`config.mk`:
```
export PLATFORM = sky130hd
export DESIGN_NAME = pvsq_div
export DESIGN_NICKNAME = d
export VERILOG_FILES = /design/src/hw/rtl/pvsq_div.sv
export SDC_FILE = /design/constraint.sdc
export NUM_CORES = 1
export LEC_CHECK = 0
export BUFFER_PORTS_ARGS = -buffer_cell sky130_fd_sc_hd__buf_2
export CORE_UTILIZATION = 55
export DETAILED_ROUTE_END_ITERATION = 10
export HOLD_SLACK_MARGIN = 0.06
export PLACE_DENSITY = 0.79
export SLEW_MARGIN = 20
export SYNTH_ARGS = -nofsm -noshare
export SYNTH_HDL_FRONTEND = slang
export SYNTH_SLANG_ARGS = --single-unit
```
`constraint.sdc`:
```
create_clock -name clock -period 3.6 [get_ports clock]
set_input_delay 0.54 -clock clock [delete_from_list [all_inputs] [get_ports clock]]
set_output_delay 0.54 -clock clock [all_outputs]
set_load 0.03 [all_outputs]
```
`src/hw/rtl/pvsq_div.sv`:
```
// ----------------------------------------------------------------------------
// pvsq_div
// Iterative signed-by-unsigned divider, one quotient bit per cycle,
// quotient truncated toward zero.
// ----------------------------------------------------------------------------
module pvsq_div #(
   parameter int SW   = 37,
   parameter int DIVW = 5
) (
   input  logic                 clock,
   input  logic                 reset,
   input  logic                 start,
   input  logic signed [SW-1:0] dividend,
   input  logic [DIVW-1:0]      divisor,
   output logic                 done,
   output logic signed [SW-1:0] quotient
);

   localparam int STW = $clog2(SW);

   logic            run_ff, run_in;
   logic            done_ff, done_in;
   logic [STW-1:0]  step_ff, step_in;
   logic [DIVW-1:0] rem_ff, rem_in;
   logic [DIVW-1:0] dvs_ff, dvs_in;
   logic [SW-1:0]   quo_ff, quo_in;
   logic            neg_ff, neg_in;
   logic [DIVW:0]   trial;
   logic [DIVW:0]   diff;

   assign trial = {rem_ff, quo_ff[SW-1]};
   assign diff  = trial - {1'b0, dvs_ff};

   always_comb begin
      run_in  = run_ff;
      done_in = 1'b0;
      step_in = step_ff;
      rem_in  = rem_ff;
      dvs_in  = dvs_ff;
      quo_in  = quo_ff;
      neg_in  = neg_ff;
      if (start) begin
         run_in  = 1'b1;
         step_in = '0;
         rem_in  = '0;
         dvs_in  = divisor;
         neg_in  = dividend[SW-1];
         quo_in  = dividend[SW-1] ? (SW)'(-dividend) : dividend;
      end else if (run_ff) begin
         if (!diff[DIVW]) begin
            rem_in = diff[DIVW-1:0];
            quo_in = {quo_ff[SW-2:0], 1'b1};
         end else begin
            rem_in = trial[DIVW-1:0];
            quo_in = {quo_ff[SW-2:0], 1'b0};
         end
         if (step_ff == STW'(SW - 1)) begin
            run_in  = 1'b0;
            done_in = 1'b1;
         end else begin
            step_in = step_ff + 1'b1;
         end
      end
   end

   always_ff @(posedge clock) begin
      if (reset) begin
         run_ff  <= 1'b0;
         done_ff <= 1'b0;
      end else begin
         run_ff  <= run_in;
         done_ff <= done_in;
      end
      step_ff <= step_in;
      rem_ff  <= rem_in;
      dvs_ff  <= dvs_in;
      quo_ff  <= quo_in;
      neg_ff  <= neg_in;
   end

   assign done     = done_ff;
   assign quotient = neg_ff ? -$signed(quo_ff) : $signed(quo_ff);

endmodule

```
Word level (Yosys, flattened, before mapping) --
Cells that the tools add are included.
Word-level totals: flip-flop bits (word level) 56, input port bits 45, output and inout port bits 38, logic and storage cells 27
Cells by class: $add $sub $neg 4, equality and inequality tests 1, muxes and demuxes 10, bitwise gates (word level) 2, reductions and logical operators 3
Operator list (number):
- 37-bit two-way mux | 4
- 37-bit negation | 2
- 6-bit by 1-bit adder with 6-bit output, second input constant | 1
- 6-bit equality test, second input constant | 1
- 6-bit by 5-bit subtractor with 6-bit output | 1
- 1-bit two-way mux | 5
- 5-bit two-way mux | 1
- 3-bit OR reduction | 1
- 1-bit inverter | 2
- 2-bit AND reduction | 1
- 2-bit nonzero test | 1

Longest topological paths before layout --
depth after elaboration 4, mapped depth 9, gate-level depth less buffers 9

Worst setup path after synthesis --
No wires, ideal clock.
path type reg-to-output, start register quo_ff[20], end output quotient[34], arrival 2.595 ns, required time 3.060 ns, slack 0.465 ns, cell stages (with the launch flop) 7, path through edfxtp_1 -> or4_4 -> or3_1 -> buf_2 -> or4_4 -> o41ai_2 -> xnor2_1
On the way: word-level cells in the longest chain between the ends 2
Ends and longest elaborated chain:
- start, declared | RTL line 26 | logic [SW-1:0] quo_ff, quo_in;
- start signal, assigned | RTL line 77 | quo_ff <= quo_in;
- 37-bit negation | RTL line 82 | assign quotient = neg_ff ? -$signed(quo_ff) : $signed(quo_ff);
- 37-bit two-way mux | RTL line 82
- end, declared | RTL line 16 | output logic signed [SW-1:0] quotient
No other way between the ends.

Final worst setup path --
Same ends and word-level chain as after synthesis.

==> impl_metrics.yaml <==
run_status:
  status: "completed"
grt:
  grt_pass1_vias: 3618
  grt_pass1_wl_mm: 17.1
  grt_max_degree: 52
  grt_antenna_before_repair: 0
  grt-ovfl-total: 0
  grt_use_total: 0.257
final_layout:
  nets: 608
  fin_area_um2: 4950
  fill_cells: 609
  layout-drive-gt1-share: 0.218
  antenna_cells: 0
  syn2layout_area_growth_pct: 15.6
synthesis:
  ys.flop_type: "edfxtp_1"
  yosysSeqAreaShare: 0.362
  yosys_warnings: 0
  syn-instance-count: 481
  syn-num-nets: 536
  synth-seq-cells: 56
  synth_top_area_cell: "edfxtp_1"
  synth_area_leaders: "edfxtp_1 30%, xnor2_1 8.4%, dfxtp_1 6.1%"
  synth-edff-count: 43
  yosysUniqueCellTypes: 58
  netlist_area_um2: 4280
  avgSynthCellArea_um2: 8.90
  yosysMostFrequentCell: "nor2_1"
  synth.top_cell.area_share: 0.302
  synthTopCellsByCount: "53 x nor2_1, 43 x edfxtp_1, 41 x xnor2_1"
  synthArstFlopShare: 0
route:
  drc: 0
  firstDrtPassIters: 6
  drtIter0Drc: 303
  vias_per_cell: 6.19
  drt.antenna.violating_nets: 0
  wl_per_cell_um: 16.4
  drt-total-wl_mm: 10.7
  num_vias: 4044
timing:
  fin_crit_sh: 0.997
  period_minus_slack_ns: 3.59
  rsz0062_at_grt: "yes"
  hold_viol_final: 0
  fmax_mhz: 279
  finalSetupViolCount: 0
  skew_ns: 0.00672
  setup_slack_ns: 0.0123
  max-slew-margin-rel: 0.410
  worst_slew_pin_slew_ns: 0.885
  slew_violations: 0
worst_setup_path:
  worstPathArrival_ns: 3.05
  path_cells: "or4_4 > or3_4 > buf_4 > or4_4 > o41ai_2 > xnor2_1 > buf_4"
  start_kind: "flop"
  path_max_fanout: 7
  end_kind: "primary output"
  cpMaxStageDelayCell: "or4_4"
  slowest_delay_ns: 0.58
  cp_data_required_time_ns: 3.06
  criticalPathCategory: "flop to primary output"
floorplanning:
  fp.dieW_um: 90.2
  pin_count: 83
  num_rows: 31
  die_h_um: 90.2
  start_util: 0.581
  coreArea_um2: 7370
  dieArea_um2: 8140
job:
  cap_violations: 0
clocking:
  cts_inserted_buffers: 5
  cts_tree: "built"
  cts_root_buf: "clkbuf_8"
  htreeDepth: 2
  clkTransAtPathRegs_ns: 0.11
  clk_latency_ns: 0.32
  cts.sinks: 56
  cts_buffer_depth: 2
power:
  leakage_nw: 1.86
  peakVddDrop_v: 0.000180
  p_per_area_nw_per_um2: 391
  fin_total_pwr_w: 0.00194
place:
  dpl-instance-area_um2: 4770
  dpl.hpwl_mm: 7.82
  io_buffers: 82
  place_congestion: 0.906
  dp_slack_ns: 0.330
hold_path:
  hp-class: "input pin to flop"
registers in the layout, indices dropped and copies added (netlist names):
| register | count |
|---|---|
| quo_ff | 37 |
| dvs_ff | 5 |
| done | 1 |
| neg_ff | 1 |
| run_ff | 1 |
| step_ff | 6 |
| rem_ff | 5 |
cells in the final DEF, fill, tap and decap left out, types with 17 or more instances in the layout:
cell	Yosys	routed
buf_2	1	79
a21oi_1	23	23
xnor2_1	41	41
inv_1	20	20
nand2_1	27	27
edfxtp_1	43	43
nor2_1	53	53
xor2_1	21	21
or3_1	18	17
o21ai_0	18	18
cell type report:
class | count | area (um2) | area share
clock buffer | 7 | 97.6 | 0.0197
sequential | 56 | 1550 | 0.313
tap | 99 | 124 | 0.0250
inverter | 20 | 75.1 | 0.0152
clock inverter | 1 | 8.76 | 0.00177
timing repair buffer | 95 | 528 | 0.107
multi-input combinational | 375 | 2570 | 0.518
power breakdown:
part / internal, W / leakage (nW) / switching (W)
clock network: 0.000183 / 0.0540 / 0.000215
registers: 0.000778 / 0.534 / 0.0000858
logic: 0.000257 / 1.27 / 0.000419
total: 0.00122 / 1.86 / 0.000720
cells by family after synthesis:
kind of cell | after synthesis | synth area share
AO/OA/AOI/OAI | 109 | 0.179
multiplexers | 8 | 0.0190
buffers and inverters | 50 | 0.0450
adder cells (fa/ha/maj) | 10 | 0.0310
flip-flops | 56 | 0.362
AND/OR/NAND/NOR | 186 | 0.236
XOR/XNOR | 62 | 0.127
per-stage QoR:
step | std cells | TNS (ns) | util | hold WS [ns]
5_1_grt | 653 | -0.305 | 0.672 | 0.370
6_report | 653 | 0 | 0.672 | 0.383
2_1_floorplan | 481 | 0 | - | 0.457
3_5_place_dp | 640 | 0 | 0.647 | 0.484
3_3_place_gp | 640 | 0 | 0.647 | 0.482
4_1_cts | 649 | 0 | 0.664 | 0.379
what timing repair did:
| item | 4_1_cts | 5_1_grt |
|---|---|---|
| hold buffers | 0 | 0 |
| setup endpoints to repair | 2 | 13 |
| pin swaps | 0 | 0 |
| buffers inserted | 1 | 4 |
| resized for setup | 2 | 7 |
routing by layer:
metal | global-route usage | vias up | share of wire
met5 | 0 | - | 0
met4 | 0.0887 | 0 | 0.020
met3 | 0.0347 | 20 | 0.081
met2 | 0.430 | 191 | 0.48
met1 | 0.341 | 1885 | 0.42
li1 | - | 1948 | -
worst paths after layout:
| path | from | to | slack (ns) | depth (start not counted) |
|---|---|---|---|---|
| worst max register to register | rem_ff[1] | rem_ff[4] | 1.40 | 6 |
| worst min register to register | step_ff[5] | done | 0.50 | 2 |
| worst max-delay path | quo_ff[20] | quotient[34] | 0.01 | 7 |
| worst min-delay path | reset | run_ff | 0.38 | 2 |
critical path: cells and delay by family, from the launching register on:
family	cells	cell delay, ns
buffers and inverters	2	0.35
AO/OA/AOI/OAI	1	0.32
AND/OR/NAND/NOR	3	1.47
flip-flops	1	0.43
XOR/XNOR	1	0.16
Power figures use the tool's default switching activity.
