$ cat src/hw/rtl/pvsq_ram.sv
// ----------------------------------------------------------------------------
// pvsq_ram
// Generic single-write, single-read RAM with registered read data.
// ----------------------------------------------------------------------------
module pvsq_ram #(
   parameter int WIDTH = 64,
   parameter int DEPTH = 16
) (
   input  logic                     clock,
   input  logic                     wr_en,
   input  logic [$clog2(DEPTH)-1:0] wr_addr,
   input  logic [WIDTH-1:0]         wr_data,
   input  logic                     rd_en,
   input  logic [$clog2(DEPTH)-1:0] rd_addr,
   output logic [WIDTH-1:0]         rd_data
);

   logic [WIDTH-1:0] mem_ff [DEPTH];
   logic [WIDTH-1:0] rd_data_ff;

   always_ff @(posedge clock) begin
      if (wr_en) begin
         mem_ff[wr_addr] <= wr_data;
      end
      if (rd_en) begin
         rd_data_ff <= mem_ff[rd_addr];
      end
   end

   assign rd_data = rd_data_ff;

endmodule

$ cat config.mk
export PLATFORM = sky130hd
export DESIGN_NAME = pvsq_ram
export DESIGN_NICKNAME = d
export VERILOG_FILES = /design/src/hw/rtl/pvsq_ram.sv
export SDC_FILE = /design/constraint.sdc
export NUM_CORES = 1
export LEC_CHECK = 0
export BUFFER_PORTS_ARGS = -buffer_cell sky130_fd_sc_hd__clkbuf_2
export CORE_MARGIN = 4
export CORE_UTILIZATION = 60
export CTS_CLUSTER_DIAMETER = 40
export CTS_CLUSTER_SIZE = 30
export DETAILED_ROUTE_END_ITERATION = 12
export PLACE_DENSITY = 0.83
export SLEW_MARGIN = 20
export SYNTH_ARGS = -nofsm -noshare
export SYNTH_HDL_FRONTEND = slang
export SYNTH_SLANG_ARGS = --single-unit
$ cat constraint.sdc
create_clock -name clock -period 8.2 [get_ports clock]
set_clock_uncertainty 0.05 [all_clocks]
set_input_delay 1.23 -clock clock [delete_from_list [all_inputs] [get_ports clock]]
set_output_delay 1.23 -clock clock [all_outputs]
set_load 0.005 [all_outputs]
## Word level (Yosys, flattened, before mapping)

Memories as Yosys holds them, arrays and structs flattened. A register that Yosys moved wholly into a read port is not among the register bits.
Index checks and enable logic that the tools add are counted.

| storage, ports and cells | value |
|---|---|
| logic and storage cells | 3 |
| memory bits (writable) | 1,024 |
| register bits after elaboration | 0 |
| memories | 1 |

| cells by class | value |
|---|---|
| multiplexer cells | 2 |

Memory list:

| memory | depth | bits a word | read ports | clocked after Yosys merged registers in | wr ports | line | text |
|---|---|---|---|---|---|---|---|
| mem_ff | 16 | 64 | 1 | 1 | 1 | 18 | `logic [WIDTH-1:0] mem_ff [DEPTH];` |

Operator list:

| cell | count |
|---|---|
| two-way mux 1 bit | 2 |

## Longest topological paths before layout

Gate-level depths: netlist (run 1).

| depth | value |
|---|---|
| word-level depth | 2 |
| mapped depth | 6 |
| depth with buffers taken out | 3 |

## Least setup slack after synthesis (run 1)

No wires, ideal clock.

| timing path | value |
|---|---|
| path type | input-to-reg |
| start | in wr_addr[2] |
| end | mem mem_ff[0][0] (enable) |
| path slack | 1,491 ps |
| required time | 7,585 ps |
| stages | 2 |
| arrival | 6,093 ps |
| cell sequence | or3b_2 > nor3_1 |

RTL lines:

| item | line | text |
|---|---|---|
| from (decl) | 11 | `input logic [$clog2(DEPTH)-1:0] wr_addr,` |
| to (decl) | 18 |  |

Straight into the memory's write port.

==> flow_metrics.py, run 1 <==
metrics = {
    "worst_setup_path": {
        "required_ns": 8.59,
        "crit_fanout": 115,
        "r2r_end": "rd_data[58]",
        "r2r_setup_slack_ns": 6.57,
        "critPathMaxStageDelay_ns": 0.64,
        "critPathCaptureType": "flop",
        "cp.arrival_ns": 3.78,
        "crit_buf_inv": 2,
        "critical_path.top_delay_family": "buffers and inverters",
        "path_cells": "buf_8 -> buf_12 -> mux4_2 -> a22oi_1 -> nand2_1",
        "critPathSlowestCell": "buf_12",
        "reg2reg_depth": 3,
        "cp-startpoint": "rd_addr[0]",
        "r2r-start": "mem_ff[11][58]",
        "worstSetupPathDepth": 5,
        "crit_type": "input pin to flop",
        "cp-start-kind": "input pin",
    },
    "yosys": {
        "postSynthAreaPerCell_um2": 24.4,
        "synth_top_flop_cell": "edfxtp_1",
        "syn_inst": 1647,
        "yosysUniqueCellTypes": 17,
        "yosysTopAreaCellShare_pct": 81.2,
        "syn_nets": 1722,
        "ys_ff_latch": 1088,
        "yosysMostFrequentCell": "edfxtp_1",
        "synth_area_um2": 40200,
        "yosys_warnings": 0,
        "yosysTopAreaCell": "edfxtp_1",
        "synth_common_cells": "edfxtp_1 (1,088), mux4_2 (256), a22oi_1 (128), nand2_1 (65), clkbuf_1 (36)",
        "synth_edf_count": 1088,
        "async_reset_ff_share_pct": 0,
        "synth-seq-area-share_pct": 81.2,
        "ys_top_cells_by_area": "edfxtp_1 (81%), mux4_2 (14%), a22oi_1 (2.4%)",
    },
    "power_and_ir_drop": {
        "sw_frac_of_total_pct": 23.6,
        "power_frac_comb_pct": 4.4,
        "powerDensity_nw_per_um2": 263,
        "power.internal_w": 0.00922,
        "p_switching_w": 0.00285,
        "power.static_leakage_nw": 14.7,
        "p_seq_share_pct": 52.3,
        "peakVddDrop_uv": 199,
        "p_clk_share_pct": 43.2,
    },
    "global_routing": {
        "grt_pass1_wl_um": 146000,
        "grt_max_degree": 160,
        "grt_antenna_before_repair": 12,
        "grt_overflow": 0,
        "grt.total_usage_pct": 28.8,
        "first_global_vias": 20668,
    },
    "sta": {
        "tns_ns": 0,
        "fmax_ghz": 0.295,
        "fin_ws_ns": 4.81,
        "timing.final.crit_share_pct": 41.3,
        "finalHoldViolCount": 0,
        "slew_violations": 0,
        "rsz0062_at_grt": "no",
        "fin_hold_ws_ns": 0.698,
        "finalCriticalPeriod_ns": 3.39,
        "slew_headroom_pct": 23.5,
        "worst_pin_slew_ns": 1.15,
        "finalSetupViolCount": 0,
    },
    "detailed_routing": {
        "wirelength_um": 100000,
        "via_per_inst": 6.96,
        "ant_nets": 0,
        "num_vias": 19582,
        "drtIter0Drc": 3610,
        "wl_per_cell_um": 35.6,
        "drc": 0,
        "drtPass1Iterations": 5,
    },
    "clocking": {
        "cts_root_buf": "clkbuf_16",
        "clk_path_buf_depth": 3,
        "hold_buffers": 0,
        "cts_max_level": 3,
        "path_clk_slew_ns": 0.07,
        "postCtsSetupBuffers": 0,
        "clkSinkCount": 1088,
        "cts_buffers": 107,
        "clock_latency_ns": 0.71,
        "ctsResizeCount": 0,
        "cts_tree": "built",
    },
    "floorplan": {
        "io_pins": 139,
        "core_region_area_um2": 66100,
        "die_h_um": 267,
        "die_w_um": 267,
        "die-area_um2": 71200,
        "initial_core_util_pct": 60.9,
        "core.rowCount": 94,
    },
    "min_path": {
        "worstHoldPathType": "flop to flop",
        "whs_path_depth": 3,
        "whs_endpoint": "rd_data[57]",
        "hold_start": "mem_ff[14][57]",
    },
    "cells_and_area": {
        "synthToLayoutAreaGrowth_pct": 14.0,
        "fill_cells": 3515,
        "fin_cells": 2812,
        "final_nets": 1919,
        "drive_gt1_share_pct": 33.2,
        "fin_util_pct": 69.4,
    },
    "placement": {
        "place_hpwl_um": 42700,
        "dp_cells": 2599,
        "io_buffers": 138,
        "pre_cts_ws_ns": 4.05,
        "gp_congestion": 0.726,
    },
    "run": {
        "drv_cap": 0,
    },
    "outcome": {
        "status": "finished, final reports clean",
    },
}
-- metal layers --
layer | part of all wire (%) | global-route usage, %
met5 | 0.038 | 0
met4 | 3.2 | 10.2
met3 | 12 | 6.96
met2 | 51 | 46.8
met1 | 34 | 39.3
-- state kept, by name (all words and copies together) (netlist names) --
name	cells
mem_ff	1024
rd_data	64
-- worst reg2reg max path, stage by stage, from the launching register on --
cell and delay, ns:
edfxtp_1 0.40, mux4_2 0.52, a22oi_1 0.26, nand2_1 0.14
-- cell usage in the layout, fill, tap and decap left out, drive strengths merged, types with 4 or more instances in the layout --
master | synthesis | layout
a22oi | 128 | 128
buf | 48 | 37
bufinv | 0 | 6
clkbuf | 36 | 246
clkinv | 0 | 39
clkinvlp | 0 | 7
diode | 0 | 11
edfxtp | 1088 | 1088
inv | 0 | 39
mux4 | 256 | 256
nand2 | 65 | 65
nor2 | 13 | 13
nor3 | 4 | 4
-- cells by family after synthesis --
group | after synthesis | synth area share, %
buf+inv | 84 | 1.12
compound gates | 128 | 2.39
mux | 256 | 14.3
flops | 1088 | 81.2
simple gates | 91 | 0.927
-- worst max path at each step --
stage | endpoint | slack [ns]
after floorplan | mem_ff[0][0] | 1.49
after global placement | rd_data[18] | 4.13
after detailed placement | rd_data[21] | 4.05
after CTS | rd_data[32] | 4.75
after global routing | rd_data[40] | 4.49
final | rd_data[36] | 4.81
-- metrics by stage --
step | power (W) | instance area [µm²]
2_1_floorplan | 0.00671 | 40200
3_3_place_gp | 0.00691 | 42000
3_5_place_dp | 0.00694 | 42000
4_1_cts | 0.0121 | 45800
5_1_grt | 0.0124 | 45800
6_report | 0.0121 | 45800
-- power by group through the flow --
stage	combinational, W	clock, W	sequential, W
finish	0.000534	0.00522	0.00632
global route	0.000567	0.00555	0.00632
CTS	0.000533	0.00525	0.00632
detailed placement	0.000515	0	0.00643
global placement	0.000494	0	0.00642
floorplan	0.000297	0	0.00642
-- final cells by class --
type | instances | area, µm² | area share, %
Multi-Input combinational cell | 475 | 7230 | 15.8
Clock inverter | 91 | 1130 | 2.46
Sequential cell | 1088 | 32700 | 71.3
Tap cell | 864 | 1080 | 2.36
Timing Repair Buffer | 172 | 1010 | 2.19
Antenna cell | 11 | 27.5 | 0.0600
Clock buffer | 111 | 2690 | 5.87
No activity file was read; power rests on OpenSTA's default activity.
==> run 2: changes to the inputs <==
--- a/config.mk
+++ b/config.mk
@@ -7,11 +7,11 @@
 export LEC_CHECK = 0
 export BUFFER_PORTS_ARGS = -buffer_cell sky130_fd_sc_hd__clkbuf_2
 export CORE_MARGIN = 4
-export CORE_UTILIZATION = 60
+export CORE_UTILIZATION = 55
 export CTS_CLUSTER_DIAMETER = 40
 export CTS_CLUSTER_SIZE = 30
 export DETAILED_ROUTE_END_ITERATION = 12
-export PLACE_DENSITY = 0.83
+export PLACE_DENSITY = 0.81
 export SLEW_MARGIN = 20
 export SYNTH_ARGS = -nofsm -noshare
 export SYNTH_HDL_FRONTEND = slang
==> constraint.sdc (replaced) <==
create_clock -name clock -period 3.05 [get_ports clock]
set_clock_uncertainty 0.05 [all_clocks]
set_input_delay 0.4575 -clock clock [delete_from_list [all_inputs] [get_ports clock]]
set_output_delay 0.4575 -clock clock [all_outputs]
set_load 0.005 [all_outputs]
==> run 2 against run 1 <==
Worst hold slack worse by 0.58 ns. Sequential cell count did not move. Critical path depth shrank 4. First-iteration DRC count decreased by 20%. Clock power rose to 2.8 times the previous value. Cell count up 4.6%. Setup slack lost 3.6 ns.
==> flow_metrics.py, run 2 (same netlist as run 1, synthesis figures left out) <==
metrics = {
    "outcome": {
        "status": "finished, final reports clean",
    },
    "global_routing": {
        "grt_overflow": 0,
        "grt.total_usage_pct": 25.2,
        "first_global_vias": 20487,
        "grt_pass1_wl_um": 141000,
        "grt_max_degree": 65,
        "grt_antenna_before_repair": 10,
    },
    "worst_setup_path": {
        "cp.arrival_ns": 1.37,
        "crit_fanout": 1,
        "r2r_setup_slack_ns": 1.35,
        "crit_buf_inv": 1,
        "crit_type": "flop to output port",
        "critPathCaptureType": "output port",
        "path_cells": "clkbuf_2",
        "r2r_end": "rd_data[6]",
        "critPathMaxStageDelay_ns": 0.50,
        "required_ns": 2.54,
        "reg2reg_depth": 3,
        "critical_path.top_delay_family": "flip-flops",
        "r2r-start": "mem_ff[3][6]",
        "critPathSlowestCell": "edfxtp_1",
        "cp-start-kind": "flop",
    },
    "sta": {
        "worst_pin_slew_ns": 0.711,
        "rsz0062_at_grt": "no",
        "fmax_ghz": 0.534,
        "slew_violations": 0,
        "finalSetupViolCount": 0,
        "finalCriticalPeriod_ns": 1.87,
        "timing.final.crit_share_pct": 61.4,
        "fin_hold_ws_ns": 0.114,
        "slew_headroom_pct": 52.5,
        "finalHoldViolCount": 0,
    },
    "run": {
        "drv_cap": 0,
    },
    "power_and_ir_drop": {
        "power_w": 0.0329,
        "p_clk_share_pct": 43.9,
        "p_switching_w": 0.00732,
        "powerDensity_nw_per_um2": 703,
        "power_frac_comb_pct": 4.6,
        "power.static_leakage_nw": 15.1,
        "p_seq_share_pct": 51.5,
        "peakVddDrop_uv": 437,
        "sw_frac_of_total_pct": 22.2,
        "power.internal_w": 0.0256,
    },
    "min_path": {
        "worstHoldPathType": "input pin to flop",
        "hold_start": "wr_data[1]",
        "whs_path_depth": 1,
        "whs_endpoint": "mem_ff[0][1]",
    },
    "floorplan": {
        "die-area_um2": 77500,
        "die_h_um": 278,
        "io_pins": 139,
        "die_w_um": 278,
        "core_region_area_um2": 72000,
        "core.rowCount": 98,
        "initial_core_util_pct": 55.9,
    },
    "cells_and_area": {
        "drive_gt1_share_pct": 34.4,
        "top_register": "mem_ff",
        "layout_common_cells": "edfxtp_1 (1,088), mux4_2 (256), clkbuf_2 (135)",
        "final_nets": 1958,
        "fill_cells": 4278,
        "synthToLayoutAreaGrowth_pct": 16.5,
        "fin_area_um2": 46900,
        "largest_reg_flops": 1024,
        "layout_commonest_cell": "edfxtp_1",
    },
    "clocking": {
        "hold_buffers": 0,
        "cts_max_level": 3,
        "clk_path_buf_depth": 3,
        "cts_buffers": 115,
        "ctsResizeCount": 0,
        "cts_root_buf": "clkbuf_16",
        "postCtsSetupBuffers": 0,
        "cts_tree": "built",
        "clock_latency_ns": 0.69,
        "path_clk_slew_ns": 0.07,
        "clkSinkCount": 1088,
    },
    "detailed_routing": {
        "wirelength_um": 97000,
        "ant_nets": 0,
        "wl_per_cell_um": 33.0,
        "via_per_inst": 6.58,
        "drc": 0,
        "drtPass1Iterations": 7,
        "drtIter0Drc": 2902,
        "num_vias": 19353,
    },
    "placement": {
        "place_hpwl_um": 45100,
        "io_buffers": 138,
        "gp_congestion": 0.732,
        "place_area_um2": 42800,
    },
}
-- run 2: cell types whose count changed in the layout (fill, tap and decap cells not counted), sizes merged --
cell	delta
buf	+31
inv	-8
clkinv	-2
clkinvlp	+5
bufinv	+4
diode	-3
clkbuf	+15
-- run 2: per-stage QoR --
step	std cells	util [%]	setup TNS, ns	setup slack [ns]
after CTS	2932	65.1	0	1.18
after floorplan	1647	-	-596.72	-0.874
after detailed placement	2716	59.5	0	0.636
final	2940	65.1	0	1.18
after global placement	2716	59.5	0	0.691
after global routing	2936	65.1	0	1.17
-- run 2: power groups by stage --
| stage | Clock (W) | Sequential [W] | Combinational (W) |
|---|---|---|---|
| finish | 0.0145 | 0.0170 | 0.00150 |
| global route | 0.0153 | 0.0170 | 0.00160 |
| CTS | 0.0146 | 0.0170 | 0.00151 |
| detailed placement | 0 | 0.0173 | 0.00147 |
| global placement | 0 | 0.0173 | 0.00142 |
| floorplan | 0 | 0.0172 | 0.000800 |
-- run 2: area by class of cell --
type                    count  area [µm²]  area share, %
clock inverters            90        1030           2.19
flip-flops and latches   1088       32700           69.7
repair buffers            203        1730           3.68
clock buffers             126        2980           6.36
diodes                      8        20.0         0.0427
multi-input cells         475        7260           15.5
well taps                 950        1190           2.54
-- run 2: worst max path at each step --
stage                start            end  cells past startpoint  slack [ns]
3_3_place_gp    rd_addr[0]    rd_data[39]                      6        0.69
2_1_floorplan   wr_addr[2]  mem_ff[10][0]                      2       -0.87
6_report       rd_data[20]    rd_data[20]                      1        1.18
5_1_grt        rd_data[20]    rd_data[20]                      1        1.17
4_1_cts         rd_data[0]     rd_data[0]                      1        1.18
3_5_place_dp    rd_addr[0]    rd_data[40]                      6        0.64
-- run 2: layer usage --
metal	GRT usage, %	up-vias	wire [µm]
met5	0	-	49
met4	9.90	6	3160
met3	5.87	224	10400
met2	40.9	1351	49400
met1	34.0	10150	34000
li1	-	7622	-
